--- src/sv/ltm_pkg.sv ---
// Shared types and constants for the latency/throughput monitor.
// No dependencies; used by every module of the block.
package ltm_pkg;

  localparam int QUEUE_DEPTH = 64;
  localparam int AW          = $clog2(QUEUE_DEPTH);
  localparam int JOBQ_DEPTH  = 2;
  localparam int JQ_AW       = $clog2(JOBQ_DEPTH);
  localparam int QCW         = $clog2(JOBQ_DEPTH + 1);

  localparam int LEN_W   = 16;
  localparam int TIME_W  = 31;
  localparam int TOTAL_W = 48;
  localparam int LAT_W   = 32;
  localparam int TP_W    = 32;
  localparam int PROD_W  = 68;

  localparam logic [19:0]     SCALE  = 20'd1000000;
  localparam logic [TP_W-1:0] TP_MAX = '1;

  localparam logic OP_GEN  = 1'b0;
  localparam logic OP_SENT = 1'b1;

  // one popped message, handed from the front to the divider
  typedef struct packed {
    logic [LAT_W-1:0]   latency;
    logic [TOTAL_W-1:0] total;
    logic [TIME_W-1:0]  sent_time;
  } job_t;

  typedef struct packed {
    logic [QCW-1:0] count;
    logic           empty;
  } qstat_t;

endpackage

--- src/sv/ltm_front.sv ---
// Front end: takes events, keeps the pending-message FIFO and byte total,
// and pushes one job per successful sent event. Depends on ltm_pkg.
module ltm_front (
  input  logic                            clk,
  input  logic                            rst,
  input  logic                            start,
  input  logic                            op,
  input  logic [ltm_pkg::TIME_W-1:0]      time_ms,
  input  logic [ltm_pkg::LEN_W-1:0]       length_bytes,
  input  ltm_pkg::qstat_t                 qstat,
  output logic                            busy,
  output logic                            push,
  output ltm_pkg::job_t                   push_job
);

  logic [ltm_pkg::LEN_W-1:0]  len_mem  [ltm_pkg::QUEUE_DEPTH];
  logic [ltm_pkg::TIME_W-1:0] time_mem [ltm_pkg::QUEUE_DEPTH];

  logic [ltm_pkg::AW-1:0]      head;
  logic [ltm_pkg::AW-1:0]      tail;
  logic [ltm_pkg::AW:0]        count;
  logic [ltm_pkg::TOTAL_W-1:0] byte_total;
  logic                        s2_valid;
  logic [ltm_pkg::TIME_W-1:0]  s2_time;
  logic [ltm_pkg::LEN_W-1:0]   rd_len;
  logic [ltm_pkg::TIME_W-1:0]  rd_time;

  logic                        accept;
  logic                        do_gen;
  logic                        do_sent;
  logic [ltm_pkg::QCW:0]       used;
  logic [ltm_pkg::TOTAL_W-1:0] total_next;

  // room is needed for the job in stage 2 plus one more
  assign used   = {1'b0, qstat.count} + (ltm_pkg::QCW+1)'(s2_valid);
  assign busy   = used >= (ltm_pkg::QCW+1)'(ltm_pkg::JOBQ_DEPTH);
  assign accept = start && !busy;
  assign do_gen = accept && (op == ltm_pkg::OP_GEN) &&
                  (count != (ltm_pkg::AW+1)'(ltm_pkg::QUEUE_DEPTH));
  assign do_sent = accept && (op == ltm_pkg::OP_SENT) && (count != '0);

  assign total_next = byte_total + ltm_pkg::TOTAL_W'(rd_len);

  assign push                = s2_valid;
  assign push_job.latency    = {1'b0, s2_time} - {1'b0, rd_time};
  assign push_job.total      = total_next;
  assign push_job.sent_time  = s2_time;

  always_ff @(posedge clk) begin
    if (do_gen) begin
      len_mem[tail]  <= length_bytes;
      time_mem[tail] <= time_ms;
    end
    if (do_sent) begin
      rd_len  <= len_mem[head];
      rd_time <= time_mem[head];
      s2_time <= time_ms;
    end
  end

  always_ff @(posedge clk) begin
    if (rst) begin
      head       <= '0;
      tail       <= '0;
      count      <= '0;
      byte_total <= '0;
      s2_valid   <= 1'b0;
    end else begin
      s2_valid <= do_sent;
      if (s2_valid) begin
        byte_total <= total_next;
      end
      if (do_gen) begin
        tail  <= (tail == ltm_pkg::AW'(ltm_pkg::QUEUE_DEPTH - 1)) ? '0 : tail + 1'b1;
        count <= count + 1'b1;
      end
      if (do_sent) begin
        head  <= (head == ltm_pkg::AW'(ltm_pkg::QUEUE_DEPTH - 1)) ? '0 : head + 1'b1;
        count <= count - 1'b1;
      end
    end
  end

endmodule

--- src/sv/ltm_jobq.sv ---
// Short job queue between the front end and the divider back end.
// Depends on ltm_pkg.
module ltm_jobq (
  input  logic            clk,
  input  logic            rst,
  input  logic            push,
  input  ltm_pkg::job_t   push_job,
  input  logic            pop,
  output ltm_pkg::job_t   head_job,
  output ltm_pkg::qstat_t qstat
);

  ltm_pkg::job_t              slots [ltm_pkg::JOBQ_DEPTH];
  logic [ltm_pkg::JQ_AW-1:0]  wr_ptr;
  logic [ltm_pkg::JQ_AW-1:0]  rd_ptr;
  logic [ltm_pkg::QCW-1:0]    count;

  assign head_job    = slots[rd_ptr];
  assign qstat.count = count;
  assign qstat.empty = (count == '0);

  always_ff @(posedge clk) begin
    if (push) begin
      slots[wr_ptr] <= push_job;
    end
  end

  always_ff @(posedge clk) begin
    if (rst) begin
      wr_ptr <= '0;
      rd_ptr <= '0;
      count  <= '0;
    end else begin
      if (push) begin
        wr_ptr <= (wr_ptr == ltm_pkg::JQ_AW'(ltm_pkg::JOBQ_DEPTH - 1)) ? '0 : wr_ptr + 1'b1;
      end
      if (pop) begin
        rd_ptr <= (rd_ptr == ltm_pkg::JQ_AW'(ltm_pkg::JOBQ_DEPTH - 1)) ? '0 : rd_ptr + 1'b1;
      end
      if (push && !pop) begin
        count <= count + 1'b1;
      end else if (pop && !push) begin
        count <= count - 1'b1;
      end
    end
  end

endmodule

--- src/sv/ltm_back.sv ---
// Back end: scales the byte total by 1e6 and divides by the sent time
// (restoring, one quotient bit a cycle), saturating. Depends on ltm_pkg.
module ltm_back (
  input  logic                         clk,
  input  logic                         rst,
  input  ltm_pkg::qstat_t              qstat,
  input  ltm_pkg::job_t                head_job,
  output logic                         pop,
  output logic                         done,
  output logic [ltm_pkg::LAT_W-1:0]    latency_ms,
  output logic [ltm_pkg::TP_W-1:0]     throughput
);

  typedef enum logic [2:0] {
    S_IDLE,
    S_MUL,
    S_SUM,
    S_CHK,
    S_DIV
  } state_t;

  state_t                      state;
  ltm_pkg::job_t               job;
  logic [51:0]                 p_lo;
  logic [35:0]                 p_hi;
  logic [ltm_pkg::PROD_W-1:0]  prod;
  logic [ltm_pkg::TIME_W-1:0]  rem;
  logic [ltm_pkg::TP_W-1:0]    dvd;
  logic [4:0]                  iter;

  logic [ltm_pkg::TIME_W:0]    trial;
  logic                        qbit;

  assign pop   = (state == S_IDLE) && !qstat.empty;
  assign trial = {rem, dvd[ltm_pkg::TP_W-1]};
  assign qbit  = trial >= {1'b0, job.sent_time};

  always_ff @(posedge clk) begin
    if (rst) begin
      state <= S_IDLE;
      done  <= 1'b0;
    end else begin
      done <= 1'b0;
      unique case (state)
        S_IDLE: begin
          if (!qstat.empty) begin
            job   <= head_job;
            state <= S_MUL;
          end
        end
        S_MUL: begin
          p_lo  <= 52'(job.total[31:0]) * 52'(ltm_pkg::SCALE);
          p_hi  <= 36'(job.total[47:32]) * 36'(ltm_pkg::SCALE);
          state <= S_SUM;
        end
        S_SUM: begin
          prod  <= {p_hi, 32'b0} + ltm_pkg::PROD_W'(p_lo);
          state <= S_CHK;
        end
        S_CHK: begin
          latency_ms <= job.latency;
          // quotient needs more than 32 bits when the upper part reaches the divisor
          if ((job.sent_time == '0) ||
              (prod[ltm_pkg::PROD_W-1:32] >= 36'(job.sent_time))) begin
            throughput <= ltm_pkg::TP_MAX;
            done       <= 1'b1;
            state      <= S_IDLE;
          end else begin
            rem   <= prod[32 +: ltm_pkg::TIME_W];
            dvd   <= prod[31:0];
            iter  <= '0;
            state <= S_DIV;
          end
        end
        S_DIV: begin
          rem  <= qbit ? ltm_pkg::TIME_W'(trial - {1'b0, job.sent_time})
                       : trial[ltm_pkg::TIME_W-1:0];
          dvd  <= {dvd[ltm_pkg::TP_W-2:0], qbit};
          iter <= iter + 1'b1;
          if (iter == 5'd31) begin
            throughput <= {dvd[ltm_pkg::TP_W-2:0], qbit};
            done       <= 1'b1;
            state      <= S_IDLE;
          end
        end
        default: state <= S_IDLE;
      endcase
    end
  end

endmodule

--- src/sv/latency_throughput_monitor.sv ---
// Latency/throughput monitor, top level.
// A sent event's done strobe follows its accepting edge through front read, queue,
// pop, 1e6 scaling in two stages, check and a 32-step divider (no divider when
// saturating); the back end takes a new sent event only after finishing the last.
// A generated event with a full FIFO, or a sent event with it empty, gives no result.
// Synchronous active-high rst clears pointers, counts and byte total.
module latency_throughput_monitor (
  input  logic        clk,
  input  logic        rst,
  input  logic        start,
  output logic        busy,
  input  logic        op,
  input  logic [30:0] time_ms,
  input  logic [15:0] length_bytes,
  output logic        done,
  output logic [31:0] latency_ms,
  output logic [31:0] throughput
);

  ltm_pkg::qstat_t qstat;
  ltm_pkg::job_t   push_job;
  ltm_pkg::job_t   head_job;
  logic            push;
  logic            pop;

  ltm_front u_front (
    .clk          (clk),
    .rst          (rst),
    .start        (start),
    .op           (op),
    .time_ms      (time_ms),
    .length_bytes (length_bytes),
    .qstat        (qstat),
    .busy         (busy),
    .push         (push),
    .push_job     (push_job)
  );

  ltm_jobq u_jobq (
    .clk      (clk),
    .rst      (rst),
    .push     (push),
    .push_job (push_job),
    .pop      (pop),
    .head_job (head_job),
    .qstat    (qstat)
  );

  ltm_back u_back (
    .clk        (clk),
    .rst        (rst),
    .qstat      (qstat),
    .head_job   (head_job),
    .pop        (pop),
    .done       (done),
    .latency_ms (latency_ms),
    .throughput (throughput)
  );

endmodule

--- config.mk ---
export PLATFORM = sky130hd
export DESIGN_NAME = latency_throughput_monitor
export DESIGN_NICKNAME = d
export VERILOG_FILES = /design/src/sv/ltm_pkg.sv /design/src/sv/ltm_front.sv /design/src/sv/ltm_jobq.sv /design/src/sv/ltm_back.sv /design/src/sv/latency_throughput_monitor.sv
export SDC_FILE = /design/constraint.sdc
export NUM_CORES = 2
export LEC_CHECK = 0
export BUFFER_PORTS_ARGS = -buffer_cell sky130_fd_sc_hd__buf_2
export CORE_ASPECT_RATIO = 1.4
export CORE_UTILIZATION = 55
export CTS_CLUSTER_SIZE = 12
export DETAILED_ROUTE_END_ITERATION = 6
export PLACE_DENSITY = 0.73
export SYNTH_ARGS = -nofsm -noshare
export SYNTH_HDL_FRONTEND = slang
export SYNTH_HIERARCHICAL = 1
export SYNTH_SLANG_ARGS = --single-unit
--- constraint.sdc ---
create_clock -name clk -period 10.5 [get_ports clk]
set_input_delay 2.1 -clock clk [delete_from_list [all_inputs] [get_ports clk]]
set_output_delay 2.1 -clock clk [all_outputs]
set_load 0.03 [all_outputs]
==> flow_summary.json <==
{
  "drive_gt1_frac": 0.208,
  "gp_congestion": 0.898,
  "io_pins": 117,
  "dp_hpwl_um": 236000,
  "postSynthCellCount": 8072,
  "path_class": "flop to flop",
  "clkTransAtPathRegs_ps": 60,
  "p_leak_nw": 55.9,
  "critPathMaxStageDelay_ps": 580,
  "fillers": 19520,
  "fin_crit_ps": 6600,
  "clock-sinks": 3766,
  "placed_area_sq_um": 164000,
  "violations": "DRC",
  "yosysUniqueCellTypes": 84,
  "finalClockSkew_ps": 65.9,
  "fp.dieW_um": 455,
  "crit_top_cell": "fa_1",
  "synth-compound-area-share": 0.0286,
  "cts_made_buffers": 366,
  "muxShareOfSynthArea": 0.147,
  "ys_ff_latch": 3766,
  "cts_resized": 0,
  "period_share": 0.629,
  "total_power_mw": 55.1,
  "power_density_nw_per_um2": 317,
  "seq_area_sq_um": 112000,
  "layout_commonest_cell": "edfxtp_1",
  "endpoint_kind": "flop",
  "cts_tree": "done",
  "vias": 79453,
  "start_util": 0.553,
  "syn_to_final_growth_pct": 10.0,
  "synth-xor-area-share": 0.0125,
  "cts_root_buffer": "clkbuf_16",
  "grt_pass1_wl_um": 565000,
  "drt-pass1-iter-count": 7,
  "drt_iter0_markers": 8825,
  "yosys.area_share.simple": 0.0266,
  "core_sq_um": 285000,
  "nNetsFinal": 9021,
  "ys_warn_count": 6,
  "maxSlewHeadroom": 0.118,
  "antenna_left": 0,
  "setup_tns_ps": 0,
  "outcome": "complete, but fails checks",
  "setup_viol": 0,
  "dieArea_sq_um": 289000,
  "routedWlPerCell_um": 31.9,
  "synth_edf_count": 3689,
  "mostFrequentLayoutCells": "3689 x edfxtp_1, 863 x mux4_2, 391 x ha_1",
  "path_max_fanout": 8,
  "cp.required_ps": 11150,
  "hold_ws_ps": 403,
  "worstPathArrival_ps": 7250,
  "cpMaxStageDelayCell": "fa_1",
  "hold_class": "flop to flop",
  "finalMaxSlewViolations": 0,
  "grt-ovfl-total": 0,
  "async_flop_share": 0,
  "fin_util": 0.609,
  "crit_chain": "inv_1, fa_1, inv_1, fa_1, fa_1, fa_1, ha_1, inv_1, fa_1, inv_1, ha_1, a21oi_1, nand2_1, nand3_1, a31o_2, o31ai_1, a41oi_1, a31oi_1, nor2_1, o21bai_1, a21oi_1, xnor2_1",
  "track_usage": 0.274,
  "synth_top_flop_cell": "edfxtp_1",
  "final_cells": 12282,
  "netlist_area_sq_um": 158000,
  "fmax_ghz": 0.151,
  "die_y_um": 636,
  "detail_route.wirelength_um": 392000,
  "vias_per_cell": 6.47,
  "synth_fp_nets": 8709,
  "grt_pass1_vias": 81639,
  "synth_top_family_by_area": "multiplexers",
  "cts_setup_buffers": 0,
  "rsz0062_at_grt": "no",
  "cts_buffer_depth": 4,
  "dp.cells": 11760,
  "fin_area_sq_um": 174000,
  "startpoint_type": "flop",
  "synth_fa_ha_area_frac": 0.0557,
  "postCtsHoldBufs": 0,
  "antenna_found_initial": 31,
  "multi_input_area_sq_um": 43200,
  "h-tree-depth": 5,
  "irDropWorstVdd_uv": 868,
  "grt_max_degree": 107,
  "hold_viol": 0,
  "drc": 1,
  "rows": 232,
  "cap_violations": 0,
  "seq_area_frac_synth": 0.711,
  "tightest_slew_ps": 1320,
  "syn_area_per_cell_sq_um": 19.6,
  "clkLatencyLatePin_ps": 930,
  "final.setup.worst_slack_ps": 3900,
  "io_buffers": 116,
  "dpl_worst_slack_ps": 3910
}
[area by class of cell]
class / count / share of cell area
repair buffers: 281 / 0.0112
diodes: 21 / 0.000302
inverters: 354 / 0.00765
well taps: 3744 / 0.0270
clock inverters: 41 / 0.00284
clock buffers: 460 / 0.0558
multi-input cells: 3615 / 0.249
flip-flops and latches: 3766 / 0.647
[Yosys cell counts (all sizes together), types with 9 or more instances]
master | instances | area (sq um)
a211oi | 106 | 801
a21o | 90 | 676
a21oi | 239 | 1200
a31oi | 19 | 119
and2 | 15 | 93.8
and3 | 31 | 194
buf | 182 | 1040
clkbuf | 155 | 584
dfxtp | 77 | 1540
edfxtp | 3689 | 111000
fa | 195 | 3900
ha | 391 | 4890
inv | 354 | 1330
mux2 | 112 | 1260
mux2i | 244 | 2440
mux4 | 863 | 19400
nand2 | 226 | 848
nand2b | 50 | 313
nand3 | 64 | 320
nand3b | 9 | 67.6
nand4 | 42 | 263
nor2 | 260 | 976
nor2b | 84 | 526
nor3 | 34 | 170
nor4 | 13 | 81.3
o21a | 25 | 188
o21ai | 124 | 621
o21bai | 23 | 173
o31ai | 13 | 97.6
or3 | 16 | 100
xnor2 | 137 | 1200
xor2 | 89 | 780
[metal layers]
metal | global-route usage | share of wire
met1 | 0.335 | 0.35
met2 | 0.470 | 0.52
met3 | 0.0418 | 0.076
met4 | 0.141 | 0.059
met5 | 0 | 0.000094
[path summary, 6_finish.rpt]
path,start,endpoint,slack [ps],depth (start not counted)
worst max-delay path,u_back/job[32],u_back/p_lo[47],3900,22
worst min register to register,u_back/job[92],u_back/latency_ms[13],400,0
worst max register to register,u_back/job[32],u_back/p_lo[47],3900,22
worst min-delay path,u_back/job[92],u_back/latency_ms[13],400,0
[registers in the layout, summed over array words and instances (netlist names), 2 cells and up, named ones only]
name                count
u_back/latency_ms      32
u_back/p_hi            30
u_back/p_lo            46
u_back/iter             5
u_back/rem             31
u_jobq/slots          222
u_front/time_mem     1984
u_front/byte_total     48
u_front/rd_time        31
u_front/rd_len         16
u_back/job            111
u_back/prod            62
u_front/len_mem      1024
u_back/throughput      32
u_front/count           7
u_back/dvd             32
u_front/tail            6
u_front/s2_time        31
u_front/head            6
u_jobq/count            2
u_back/state            3
[critical path: cells and delay by family, from the launching register on]
family          cells  cell delay [ps]
compound gates      7             1930
xor+xnor            1              140
fa+ha+maj           7             3240
buf+inv             4              250
flops               1              510
simple gates        3              290
[logic make-up after synthesis]
kind of cell,Yosys count
flops,3766
mux,1219
simple gates,875
compound gates,709
buf+inv,691
fa+ha+maj,586
xor+xnor,226
[where the power goes]
part	total, mW	switching, mW	internal, mW
Clock	11.8	5.27	6.51
Combinational	24.5	14.0	10.5
Sequential	18.9	0.479	18.4
No activity file was read; power rests on OpenSTA's default activity.
